## src/rtl/hpid_pkg.sv

```systemverilog
// ----------------------------------------------------------------------------
// hpid_pkg
// Shared widths, constants, register indexes and reset values for the
// heading PID turn controller.
// ----------------------------------------------------------------------------
package hpid_pkg;

  // field widths
  localparam int HEADING_W = 16;
  localparam int TIME_W    = 32;
  localparam int GAIN_W    = 24;
  localparam int MAG_W     = 15;
  localparam int WIN_W     = 7;
  localparam int LIMIT_W   = 20;
  localparam int DRIVE_W   = 15;
  localparam int ERR_W     = 16;

  // angles in hundredths of a degree, drive in hundredths of a percent
  localparam int HEADING_MOD = 36000;
  localparam int HALF_TURN   = 18000;
  localparam int DRIVE_MAX   = 10000;

  localparam int GAIN_FRAC_BITS  = 16;
  localparam int DERIV_FRAC_BITS = 8;

  localparam int WINDOW_MAX_DEF = 64;

  // iterative divider for the derivative term
  localparam int DIV_NUM_W = 24;
  localparam int DIV_DEN_W = TIME_W;

  // configuration port
  localparam int CFG_IDX_W  = 3;
  localparam int CFG_DATA_W = 24;

  typedef enum logic [CFG_IDX_W-1:0] {
    REG_TARGET = 3'd0,
    REG_KP     = 3'd1,
    REG_KI     = 3'd2,
    REG_KD     = 3'd3,
    REG_IZONE  = 3'd4,
    REG_SETTLE = 3'd5,
    REG_WINDOW = 3'd6,
    REG_TLIMIT = 3'd7
  } cfg_reg_t;

  // register reset values
  localparam logic [HEADING_W-1:0]     TARGET_RST = 16'd0;
  localparam logic signed [GAIN_W-1:0] KP_RST     = 24'sd50463;
  localparam logic signed [GAIN_W-1:0] KI_RST     = 24'sd92;
  localparam logic signed [GAIN_W-1:0] KD_RST     = 24'sd12452;
  localparam logic [MAG_W-1:0]         IZONE_RST  = 15'd1500;
  localparam logic [MAG_W-1:0]         SETTLE_RST = 15'd500;
  localparam logic [WIN_W-1:0]         WINDOW_RST = 7'd10;
  localparam logic [LIMIT_W-1:0]       TLIMIT_RST = 20'd3000;

endpackage

```

## src/rtl/hpid_if.sv

```systemverilog
// ----------------------------------------------------------------------------
// hpid channel interfaces
// Valid/ready channels for samples, results and register writes.
// ----------------------------------------------------------------------------
interface hpid_sample_if;
  logic                             valid;
  logic                             ready;
  logic                             begin_req;
  logic [hpid_pkg::HEADING_W-1:0]   heading;
  logic [hpid_pkg::TIME_W-1:0]      timestamp_ms;

  modport source (output valid, begin_req, heading, timestamp_ms, input ready);
  modport sink   (input valid, begin_req, heading, timestamp_ms, output ready);
endinterface

interface hpid_result_if;
  logic                             valid;
  logic                             ready;
  logic signed [hpid_pkg::DRIVE_W-1:0] drive;
  logic signed [hpid_pkg::ERR_W-1:0]   heading_error;
  logic                             done_res;
  logic                             timed_out;

  modport source (output valid, drive, heading_error, done_res, timed_out, input ready);
  modport sink   (input valid, drive, heading_error, done_res, timed_out, output ready);
endinterface

interface hpid_cfg_if;
  logic                              valid;
  logic                              ready;
  logic [hpid_pkg::CFG_IDX_W-1:0]    index;
  logic [hpid_pkg::CFG_DATA_W-1:0]   data;

  modport source (output valid, index, data, input ready);
  modport sink   (input valid, index, data, output ready);
endinterface

```

## src/rtl/hpid_div.sv

```systemverilog
// ----------------------------------------------------------------------------
// hpid_div
// Restoring unsigned divider, one quotient bit per cycle.
// ----------------------------------------------------------------------------
module hpid_div #(
  parameter int NUM_W = hpid_pkg::DIV_NUM_W,
  parameter int DEN_W = hpid_pkg::DIV_DEN_W
) (
  input  logic             clk,
  input  logic             rst,
  input  logic             start,
  input  logic [NUM_W-1:0] num,
  input  logic [DEN_W-1:0] den,
  output logic [NUM_W-1:0] quot,
  output logic             busy
);

  localparam int CNT_W = $clog2(NUM_W + 1);

  logic [DEN_W-1:0] rem;
  logic [DEN_W-1:0] den_r;
  logic [NUM_W-1:0] num_sh;
  logic [CNT_W-1:0] cnt;
  logic [DEN_W:0]   trial;
  logic [DEN_W:0]   trial_sub;
  logic             ge;

  assign trial     = {rem, num_sh[NUM_W-1]};
  assign trial_sub = trial - {1'b0, den_r};
  assign ge        = (trial >= {1'b0, den_r});

  always_ff @(posedge clk) begin
    if (rst) begin
      busy <= 1'b0;
      cnt  <= '0;
    end else if (start) begin
      busy <= 1'b1;
      cnt  <= CNT_W'(NUM_W);
    end else if (busy) begin
      cnt <= cnt - 1'b1;
      if (cnt == CNT_W'(1)) begin
        busy <= 1'b0;
      end
    end
  end

  always_ff @(posedge clk) begin
    if (start) begin
      rem    <= '0;
      num_sh <= num;
      den_r  <= den;
      quot   <= '0;
    end else if (busy) begin
      // remainder stays below den, so the top bit drops out
      rem    <= ge ? trial_sub[DEN_W-1:0] : trial[DEN_W-1:0];
      num_sh <= {num_sh[NUM_W-2:0], 1'b0};
      quot   <= {quot[NUM_W-2:0], ge};
    end
  end

endmodule

```

## src/rtl/heading_pid_turn_controller.sv

```systemverilog
// ----------------------------------------------------------------------------
// heading_pid_turn_controller
// Heading PID with integral zone, settle window and time limit.
// ----------------------------------------------------------------------------
//  channel   dir  handshake     payload
//  cfg       in   valid/ready   index, data
//  samples   in   valid/ready   begin_req, heading, timestamp_ms
//  results   out  valid/ready   drive, heading_error, done_res, timed_out
//
//  A sample's result is loaded once the sequencer has waited in DWAIT for the
//  derivative divider; one shared 24x33 multiplier forms the integral step and
//  the three gain products in turn. No beat is taken until the result loads.
//  samples.ready is high only while the sequencer is idle; the output register
//  lets the next sample start while a result waits. cfg is always ready.
//  rst is synchronous and restores register defaults and zeroed turn state.
// ----------------------------------------------------------------------------
module heading_pid_turn_controller #(
  parameter int WINDOW_MAX = hpid_pkg::WINDOW_MAX_DEF
) (
  input  logic          clk,
  input  logic          rst,
  hpid_cfg_if.sink      cfg,
  hpid_sample_if.sink   samples,
  hpid_result_if.source results
);

  localparam int CW    = $clog2(WINDOW_MAX + 1);
  localparam int CMP_W = (CW > hpid_pkg::WIN_W) ? CW : hpid_pkg::WIN_W;
  localparam logic [CW-1:0]    WMAX_C   = CW'(WINDOW_MAX);
  localparam logic [CMP_W-1:0] WMAX_CMP = CMP_W'(WINDOW_MAX);

  localparam int SHIFT = hpid_pkg::GAIN_FRAC_BITS + hpid_pkg::DERIV_FRAC_BITS;
  localparam logic [63:0] HALF_LSB = 64'd1 << (SHIFT - 1);
  localparam int DMAG_W = hpid_pkg::DRIVE_W - 1;

  localparam logic [hpid_pkg::HEADING_W-1:0] MOD16 =
    hpid_pkg::HEADING_W'(hpid_pkg::HEADING_MOD);
  localparam logic signed [16:0] HALF17 = 17'(hpid_pkg::HALF_TURN);
  localparam logic signed [16:0] MOD17  = 17'(hpid_pkg::HEADING_MOD);
  localparam logic signed [57:0] ISUM_MAX = {26'd0, 32'h7FFF_FFFF};
  localparam logic signed [57:0] ISUM_MIN = {{26{1'b1}}, 32'h8000_0000};

  typedef enum logic [9:0] {
    S_IDLE  = 10'b00_0000_0001,
    S_ERR   = 10'b00_0000_0010,
    S_DIFF  = 10'b00_0000_0100,
    S_INTEG = 10'b00_0000_1000,
    S_PTERM = 10'b00_0001_0000,
    S_ITERM = 10'b00_0010_0000,
    S_DWAIT = 10'b00_0100_0000,
    S_DTERM = 10'b00_1000_0000,
    S_MAG   = 10'b01_0000_0000,
    S_ROUND = 10'b10_0000_0000
  } state_t;

  state_t state;

  // configuration registers
  logic [hpid_pkg::HEADING_W-1:0]     target;
  logic signed [hpid_pkg::GAIN_W-1:0] kp;
  logic signed [hpid_pkg::GAIN_W-1:0] ki;
  logic signed [hpid_pkg::GAIN_W-1:0] kd;
  logic [hpid_pkg::MAG_W-1:0]         izone;
  logic [hpid_pkg::MAG_W-1:0]         sthr;
  logic [hpid_pkg::WIN_W-1:0]         winlen;
  logic [hpid_pkg::LIMIT_W-1:0]       tlimit;

  // turn state
  logic signed [hpid_pkg::ERR_W-1:0]  prev_err;
  logic [hpid_pkg::TIME_W-1:0]        prev_time;
  logic [hpid_pkg::TIME_W-1:0]        turn_start;
  logic signed [31:0]                 isum;
  logic [CW-1:0]                      settled_count;

  // per-sample working registers
  logic [hpid_pkg::HEADING_W-1:0]     heading_r;
  logic [hpid_pkg::TIME_W-1:0]        ts_r;
  logic signed [hpid_pkg::ERR_W-1:0]  err_r;
  logic [hpid_pkg::MAG_W-1:0]         mag_e_r;
  logic [hpid_pkg::TIME_W-1:0]        dt_r;
  logic                               dsign;
  logic                               dt_zero;
  logic                               done_r;
  logic                               timed_r;
  logic signed [56:0]                 prod;
  logic signed [63:0]                 total;
  logic [63:0]                        mag;
  logic                               neg;

  // output register
  logic                               out_valid;
  logic signed [hpid_pkg::DRIVE_W-1:0] drive_q;
  logic signed [hpid_pkg::ERR_W-1:0]  err_q;
  logic                               done_q;
  logic                               timed_q;

  // combinational
  logic [hpid_pkg::HEADING_W-1:0]     hd_m;
  logic [hpid_pkg::HEADING_W-1:0]     tg_m;
  logic signed [16:0]                 raw;
  logic signed [16:0]                 wrapped;
  logic [hpid_pkg::MAG_W-1:0]         err_abs;
  logic signed [16:0]                 diff;
  logic [15:0]                        diff_abs;
  logic [hpid_pkg::DIV_NUM_W-1:0]     div_num;
  logic [hpid_pkg::DIV_NUM_W-1:0]     div_quot;
  logic                               div_busy;
  logic                               div_start;
  logic [hpid_pkg::DIV_NUM_W:0]       q_ext;
  logic signed [hpid_pkg::DIV_NUM_W:0] dfix;
  logic signed [23:0]                 mul_a;
  logic signed [32:0]                 mul_b;
  logic signed [57:0]                 acc;
  logic signed [31:0]                 isum_sat;
  logic                               settled;
  logic [CW-1:0]                      count_next;
  logic [CMP_W-1:0]                   win_ext;
  logic [CMP_W-1:0]                   win;
  logic [hpid_pkg::TIME_W-1:0]        elapsed;
  logic                               timed;
  logic [63:0]                        r_full;
  logic [DMAG_W-1:0]                  drive_mag;
  logic signed [hpid_pkg::DRIVE_W-1:0] drive_val;
  logic                               out_load;

  // ---------------- error and wrap ----------------
  always_comb begin
    hd_m = (heading_r >= MOD16) ? heading_r - MOD16 : heading_r;
    tg_m = (target >= MOD16) ? target - MOD16 : target;
    raw  = $signed({1'b0, tg_m}) - $signed({1'b0, hd_m});
    if (raw > HALF17) begin
      wrapped = raw - MOD17;
    end else if (raw < -HALF17) begin
      wrapped = raw + MOD17;
    end else begin
      wrapped = raw;
    end
    err_abs = wrapped[16] ? hpid_pkg::MAG_W'(-wrapped) : hpid_pkg::MAG_W'(wrapped);
  end

  // ---------------- derivative divider ----------------
  assign diff      = $signed({err_r[15], err_r}) - $signed({prev_err[15], prev_err});
  assign diff_abs  = diff[16] ? 16'(-diff) : 16'(diff);
  assign div_num   = {diff_abs, 8'd0};
  assign div_start = (state == S_DIFF);

  hpid_div #(
    .NUM_W (hpid_pkg::DIV_NUM_W),
    .DEN_W (hpid_pkg::DIV_DEN_W)
  ) u_div (
    .clk   (clk),
    .rst   (rst),
    .start (div_start),
    .num   (div_num),
    .den   (dt_r),
    .quot  (div_quot),
    .busy  (div_busy)
  );

  assign q_ext = {1'b0, div_quot};
  assign dfix  = dt_zero ? '0 : (dsign ? $signed(-q_ext) : $signed(q_ext));

  // ---------------- shared multiplier operand select ----------------
  always_comb begin
    mul_a = '0;
    mul_b = '0;
    unique case (state)
      S_DIFF: begin
        mul_a = {{8{err_r[15]}}, err_r};
        mul_b = {1'b0, dt_r};
      end
      S_INTEG: begin
        mul_a = kp;
        mul_b = {{9{err_r[15]}}, err_r, 8'd0};
      end
      S_PTERM: begin
        mul_a = ki;
        mul_b = {isum[31], isum};
      end
      S_DWAIT: begin
        mul_a = kd;
        mul_b = {{8{dfix[hpid_pkg::DIV_NUM_W]}}, dfix};
      end
      default: begin
        mul_a = '0;
        mul_b = '0;
      end
    endcase
  end

  // ---------------- integral, settle window, time limit ----------------
  always_comb begin
    acc = {{26{isum[31]}}, isum} + {prod[56], prod};
    if (acc > ISUM_MAX) begin
      isum_sat = 32'sh7FFF_FFFF;
    end else if (acc < ISUM_MIN) begin
      isum_sat = 32'sh8000_0000;
    end else begin
      isum_sat = acc[31:0];
    end

    settled = (mag_e_r < sthr);
    if (settled) begin
      count_next = (settled_count < WMAX_C) ? settled_count + 1'b1 : settled_count;
    end else begin
      count_next = '0;
    end

    win_ext = CMP_W'(winlen);
    if (win_ext == '0) begin
      win = CMP_W'(1);
    end else if (win_ext > WMAX_CMP) begin
      win = WMAX_CMP;
    end else begin
      win = win_ext;
    end

    elapsed = ts_r - turn_start;
    timed   = (elapsed > hpid_pkg::TIME_W'(tlimit));
  end

  // ---------------- rounding and drive clamp ----------------
  always_comb begin
    r_full    = (mag + HALF_LSB) >> SHIFT;
    drive_mag = (r_full > 64'(hpid_pkg::DRIVE_MAX)) ? DMAG_W'(hpid_pkg::DRIVE_MAX)
                                                    : r_full[DMAG_W-1:0];
    drive_val = neg ? $signed(-{1'b0, drive_mag}) : $signed({1'b0, drive_mag});
  end

  assign out_load = (state == S_ROUND) && (!out_valid || results.ready);

  // ---------------- control and turn state ----------------
  always_ff @(posedge clk) begin
    if (rst) begin
      state         <= S_IDLE;
      out_valid     <= 1'b0;
      target        <= hpid_pkg::TARGET_RST;
      kp            <= hpid_pkg::KP_RST;
      ki            <= hpid_pkg::KI_RST;
      kd            <= hpid_pkg::KD_RST;
      izone         <= hpid_pkg::IZONE_RST;
      sthr          <= hpid_pkg::SETTLE_RST;
      winlen        <= hpid_pkg::WINDOW_RST;
      tlimit        <= hpid_pkg::TLIMIT_RST;
      prev_err      <= '0;
      prev_time     <= '0;
      turn_start    <= '0;
      isum          <= '0;
      settled_count <= '0;
    end else begin
      if (cfg.valid && cfg.ready) begin
        unique case (hpid_pkg::cfg_reg_t'(cfg.index))
          hpid_pkg::REG_TARGET: target <= cfg.data[hpid_pkg::HEADING_W-1:0];
          hpid_pkg::REG_KP:     kp     <= cfg.data[hpid_pkg::GAIN_W-1:0];
          hpid_pkg::REG_KI:     ki     <= cfg.data[hpid_pkg::GAIN_W-1:0];
          hpid_pkg::REG_KD:     kd     <= cfg.data[hpid_pkg::GAIN_W-1:0];
          hpid_pkg::REG_IZONE:  izone  <= cfg.data[hpid_pkg::MAG_W-1:0];
          hpid_pkg::REG_SETTLE: sthr   <= cfg.data[hpid_pkg::MAG_W-1:0];
          hpid_pkg::REG_WINDOW: winlen <= cfg.data[hpid_pkg::WIN_W-1:0];
          hpid_pkg::REG_TLIMIT: tlimit <= cfg.data[hpid_pkg::LIMIT_W-1:0];
        endcase
      end

      if (out_load) begin
        out_valid <= 1'b1;
      end else if (results.ready) begin
        out_valid <= 1'b0;
      end

      unique case (state)
        S_IDLE: begin
          if (samples.valid) begin
            state <= S_ERR;
            // begin beat restarts the turn before it is processed
            if (samples.begin_req) begin
              turn_start    <= samples.timestamp_ms;
              prev_time     <= samples.timestamp_ms;
              prev_err      <= '0;
              isum          <= '0;
              settled_count <= '0;
            end
          end
        end
        S_ERR: begin
          prev_time <= ts_r;
          state     <= S_DIFF;
        end
        S_DIFF: begin
          prev_err <= err_r;
          state    <= S_INTEG;
        end
        S_INTEG: begin
          isum          <= (mag_e_r < izone) ? isum_sat : '0;
          settled_count <= count_next;
          state         <= S_PTERM;
        end
        S_PTERM: state <= S_ITERM;
        S_ITERM: state <= S_DWAIT;
        S_DWAIT: begin
          if (!div_busy) begin
            state <= S_DTERM;
          end
        end
        S_DTERM: state <= S_MAG;
        S_MAG:   state <= S_ROUND;
        S_ROUND: begin
          if (out_load) begin
            state <= S_IDLE;
          end
        end
        default: state <= S_IDLE;
      endcase
    end
  end

  // ---------------- datapath ----------------
  always_ff @(posedge clk) begin
    prod <= mul_a * mul_b;

    if (state == S_IDLE && samples.valid) begin
      heading_r <= samples.heading;
      ts_r      <= samples.timestamp_ms;
    end
    if (state == S_ERR) begin
      err_r   <= wrapped[15:0];
      mag_e_r <= err_abs;
      dt_r    <= ts_r - prev_time;
    end
    if (state == S_DIFF) begin
      dsign   <= diff[16];
      dt_zero <= (dt_r == '0);
    end
    if (state == S_INTEG) begin
      done_r  <= (CMP_W'(count_next) >= win) || timed;
      timed_r <= timed;
    end
    if (state == S_PTERM) begin
      total <= {{7{prod[56]}}, prod};
    end
    if (state == S_ITERM) begin
      // integral product lacks the 8 fraction bits of the others, so shift it to line up
      total <= total + {prod[55:0], 8'd0};
    end
    if (state == S_DTERM) begin
      total <= total + {{7{prod[56]}}, prod};
    end
    if (state == S_MAG) begin
      neg <= total[63];
      mag <= total[63] ? 64'(-total) : 64'(total);
    end
    if (out_load) begin
      drive_q <= drive_val;
      err_q   <= err_r;
      done_q  <= done_r;
      timed_q <= timed_r;
    end
  end

  assign cfg.ready             = 1'b1;
  assign samples.ready         = (state == S_IDLE);
  assign results.valid         = out_valid;
  assign results.drive         = drive_q;
  assign results.heading_error = err_q;
  assign results.done_res      = done_q;
  assign results.timed_out     = timed_q;

  // ---------------- assertions ----------------
  a_div_idle: assert property (@(posedge clk) disable iff (rst)
    (state == S_IDLE) |-> !div_busy)
    else $error("divider still busy while sequencer idle");

  a_drive_range: assert property (@(posedge clk) disable iff (rst)
    results.valid |-> (results.drive <= 15'sd10000 && results.drive >= -15'sd10000))
    else $error("drive beat outside saturation limits");

  a_timeout_done: assert property (@(posedge clk) disable iff (rst)
    (results.valid && results.timed_out) |-> results.done_res)
    else $error("timed out without done");

  a_izone_clear: assert property (@(posedge clk) disable iff (rst)
    (state == S_PTERM && mag_e_r >= izone) |-> (isum == '0))
    else $error("integral kept outside the integral zone");

  a_count_max: assert property (@(posedge clk) disable iff (rst)
    settled_count <= WMAX_C)
    else $error("settled count above window maximum");

endmodule

```

## src/flat_wrapper.sv

```systemverilog
// flat-port wrapper written by rule: the top's interface ports become plain ports
module heading_pid_turn_controller_flat 
#(
  parameter int WINDOW_MAX = hpid_pkg::WINDOW_MAX_DEF
)
  (clk, rst, cfg_valid, cfg_index, cfg_data, cfg_ready, samples_valid, samples_begin_req, samples_heading, samples_timestamp_ms, samples_ready, results_valid, results_drive, results_heading_error, results_done_res, results_timed_out, results_ready);
  hpid_cfg_if cfg_i ();
  hpid_sample_if samples_i ();
  hpid_result_if results_i ();
  input  logic clk;
  input  logic rst;
  input wire logic [$bits(cfg_i.valid)-1:0] cfg_valid;
  input wire logic [$bits(cfg_i.index)-1:0] cfg_index;
  input wire logic [$bits(cfg_i.data)-1:0] cfg_data;
  output wire logic [$bits(cfg_i.ready)-1:0] cfg_ready;
  input wire logic [$bits(samples_i.valid)-1:0] samples_valid;
  input wire logic [$bits(samples_i.begin_req)-1:0] samples_begin_req;
  input wire logic [$bits(samples_i.heading)-1:0] samples_heading;
  input wire logic [$bits(samples_i.timestamp_ms)-1:0] samples_timestamp_ms;
  output wire logic [$bits(samples_i.ready)-1:0] samples_ready;
  output wire logic [$bits(results_i.valid)-1:0] results_valid;
  output wire logic [$bits(results_i.drive)-1:0] results_drive;
  output wire logic [$bits(results_i.heading_error)-1:0] results_heading_error;
  output wire logic [$bits(results_i.done_res)-1:0] results_done_res;
  output wire logic [$bits(results_i.timed_out)-1:0] results_timed_out;
  input wire logic [$bits(results_i.ready)-1:0] results_ready;
  assign cfg_i.valid = cfg_valid;
  assign cfg_i.index = cfg_index;
  assign cfg_i.data = cfg_data;
  assign cfg_ready = cfg_i.ready;
  assign samples_i.valid = samples_valid;
  assign samples_i.begin_req = samples_begin_req;
  assign samples_i.heading = samples_heading;
  assign samples_i.timestamp_ms = samples_timestamp_ms;
  assign samples_ready = samples_i.ready;
  assign results_valid = results_i.valid;
  assign results_drive = results_i.drive;
  assign results_heading_error = results_i.heading_error;
  assign results_done_res = results_i.done_res;
  assign results_timed_out = results_i.timed_out;
  assign results_i.ready = results_ready;
  heading_pid_turn_controller #(.WINDOW_MAX(WINDOW_MAX)) u_core (.clk(clk), .rst(rst), .cfg(cfg_i), .samples(samples_i), .results(results_i));
endmodule
```

## config.mk

```make
export PLATFORM = sky130hd
export DESIGN_NAME = heading_pid_turn_controller_flat
export DESIGN_NICKNAME = d
export VERILOG_FILES = /design/src/rtl/hpid_pkg.sv /design/src/rtl/hpid_if.sv /design/src/rtl/hpid_div.sv /design/src/rtl/heading_pid_turn_controller.sv /design/src/flat_wrapper.sv
export SDC_FILE = /design/constraint.sdc
export NUM_CORES = 2
export LEC_CHECK = 0
export ABC_AREA = 1
export BUFFER_PORTS_ARGS = -buffer_cell sky130_fd_sc_hd__buf_2
export CAP_MARGIN = 20
export CORE_MARGIN = 5
export CORE_UTILIZATION = 60
export DETAILED_ROUTE_END_ITERATION = 7
export PLACE_DENSITY = 0.73
export SYNTH_ARGS = -nofsm -noshare
export SYNTH_HDL_FRONTEND = slang
export SYNTH_HIERARCHICAL = 1
export SYNTH_SLANG_ARGS = --single-unit
```

## constraint.sdc

```tcl
create_clock -name clk -period 12.17 [get_ports clk]
set_clock_uncertainty 0.15 [all_clocks]
set_input_delay 1.217 -clock clk [delete_from_list [all_inputs] [get_ports clk]]
set_output_delay 1.217 -clock clk [all_outputs]
set_load 0.05 [all_outputs]
```

==> results.json <==
{
  "synth-edff-count": 309,
  "dieArea_sq_mm": 0.140,
  "reg2reg_depth": 31,
  "cts_resized": 0,
  "grt_remaining_overflow": 0,
  "coreArea_sq_mm": 0.131,
  "routedWlPerCell_um": 21.1,
  "worstSetupPathType": "reg -> reg",
  "ys_ff_latch": 703,
  "critPathLaunchType": "flip-flop",
  "portBuffers": 115,
  "grt.total_usage": 0.374,
  "clk_pin_slew_worst_paths_ps": 60,
  "grt_pass1_wl_um": 410000,
  "yosysUniqueCellTypes": 75,
  "cts_buffer_depth": 3,
  "pre_cts_ws_ps": 1360,
  "initial_core_util": 0.604,
  "syn-cell-area_sq_mm": 0.0794,
  "slowest_stage": "clkinv_1",
  "vias_per_cell": 5.81,
  "cts_setup_buffers": 0,
  "synth.area.top_cells": "fa_1 (20%), nand2_1 (12%), edfxtp_1 (12%)",
  "vias": 73100,
  "synth_top_area_frac": 0.205,
  "core.rowCount": 133,
  "drive_gt1_frac": 0.0519,
  "min_path_cells": 0,
  "setup_viol": 0,
  "cellPowerDensity_mw_per_mm2": 96.5,
  "hpwlAfterDp_um": 214000,
  "slowest_delay_ps": 770,
  "ys_seq_area_frac": 0.216,
  "min_path_type": "reg -> reg",
  "max-slew-margin-rel": 0.215,
  "cp_max_fo": 18,
  "die_h_um": 374,
  "area_delta_synth_final_pct": 6.61,
  "p_total_uw": 8170,
  "fmax_mhz": 90.4,
  "timing.final.ws_setup_ps": 1100,
  "status": "finished, final reports clean",
  "worst_slew_pin_slew_ps": 1170,
  "cts_tree": "yes",
  "place.gp.congestion": 1.02,
  "finalMaxSlewViolations": 0,
  "p_leak_uw": 0.0415,
  "dominantRegCellSynth": "dfxtp_1",
  "io_pins": 117,
  "reg_top3": "u_core/total x64, u_core/prod x57, u_core/mag x41",
  "cp-end-kind": "flip-flop",
  "yosys.area.top_type": "fa_1",
  "die_w_um": 374,
  "clock_latency_ps": 690,
  "cap_viol_max_count": 0,
  "drt_iter0_markers": 7859,
  "cts.sinks": 703,
  "timing.final.crit_share": 0.909,
  "h-tree-depth": 3,
  "irDropWorstVdd_uv": 145,
  "min_period_ps": 11070,
  "async_flop_share": 0,
  "ant_nets": 0,
  "grt_max_degree": 84,
  "ys_warn_count": 6,
  "nNetsFinal": 12200,
  "syn_area_per_cell_sq_um": 7.41,
  "largest_register_ffs": 64,
  "ys_top_cells_by_count": "nand2_1 (2481), inv_1 (2094), nor2_1 (1016)",
  "ctsHoldBuffers": 0,
  "crit_top_cell": "fa_1",
  "numCtsBuffers": 81,
  "drc": 0,
  "wirelength_um": 266000,
  "crit_arrival_ps": 11460,
  "synthCells": 10700,
  "dr.pass1.iters": 8,
  "critPathRequiredTime_ps": 12560,
  "rsz0062_at_grt": "no",
  "tns_ps": 0,
  "yosysMostFrequentCell": "nand2_1",
  "root_buffer": "clkbuf_16",
  "antenna_found_initial": 10,
  "regMostFlops": "u_core/total",
  "hold_viol": 0,
  "grt_pass1_vias": 71800
}
metrics by stage:
step           cell area [sq um]  hold WS, ps  utilization  std cells
5_1_grt                    84700          275        0.644      12600
3_5_place_dp               81900          257        0.623      12400
3_3_place_gp               81900          253        0.623      12400
2_1_floorplan              79500          250            -      10700
4_1_cts                    84600          272        0.644      12600
6_report                   84700          270        0.644      12600
final cells by class:
class,count,area (sq um)
diodes,1,2.50
repair buffers,212,1350
clock inverters,42,469
inverters,2144,8050
well taps,1755,2200
flip-flops and latches,703,17200
multi-input cells,7622,53200
fillers,11900,46800
clock buffers,108,2270
report_power, final:
| group | total, uW | switching (uW) | leakage [uW] | internal (uW) |
|---|---|---|---|---|
| Clock | 2520 | 1060 | 0.00134 | 1460 |
| Sequential | 2940 | 188 | 0.00614 | 2750 |
| Combinational | 2710 | 1850 | 0.0340 | 860 |
| Total | 8170 | 3100 | 0.0415 | 5070 |
logic make-up (layout without fill, tap and decap cells):
group | Yosys count | count (layout) | synth area share
flops | 703 | 703 | 0.216
simple gates | 4287 | 4287 | 0.224
fa+ha+maj | 1335 | 1335 | 0.287
other cells | 2 | 10 | 0.0000945
buf+inv | 2408 | 2506 | 0.116
xor+xnor | 359 | 359 | 0.0397
compound gates | 1632 | 1632 | 0.117
layout by cell type, fill, tap and decap left out, drive strengths merged, types with 3 or more instances in the layout:
cell	synthesis	routed
o31ai	14	14
a211oi	17	17
clkinv	19	48
o2111ai	7	7
a21oi	722	722
nand3	382	382
a22oi	3	3
o22ai	56	56
nor4	37	37
nand3b	22	22
buf	85	212
a21boi	18	18
nand4	115	115
o21ai	465	465
a221oi	14	14
o21a	30	30
fa	813	813
and3	3	3
inv	2125	2130
a211o	4	4
and2	4	4
clkbuf	179	108
o21bai	38	38
a22o	8	8
o211ai	62	62
xnor2	119	119
o221ai	15	15
dfxtp	394	394
ha	522	522
nor2	1045	1045
conb	2	9
nand2	2531	2531
a21o	29	29
or2	36	36
xor2	240	240
a31oi	111	111
bufinv	0	6
edfxtp	309	309
nor3	109	109
a221o	8	8
final timing paths:
path	start	endpoint	slack, ps
max	u_core/state[6]	u_core/prod[44]	1100
min	u_core/done_r	u_core/results.done_res	270
max reg2reg	u_core/state[6]	u_core/prod[44]	1100
min reg2reg	u_core/done_r	u_core/results.done_res	270
worst max-delay path: cells and delay by family (launching register included):
| kind | cells | cell delay, ps |
|---|---|---|
| flip-flops | 1 | 350 |
| AO/OA/AOI/OAI | 8 | 1820 |
| AND/OR/NAND/NOR | 5 | 2020 |
| XOR/XNOR | 1 | 170 |
| adder cells (fa/ha/maj) | 8 | 3890 |
| buffers and inverters | 9 | 2500 |
layer usage:
layer	up-vias	track usage	routed length [um]
met5	-	0	13
li1	33900	-	-
met2	3733	0.581	115000
met4	2	0.141	12000
met1	34800	0.518	110000
met3	691	0.0799	29100
Power figures use the tool's default switching activity.
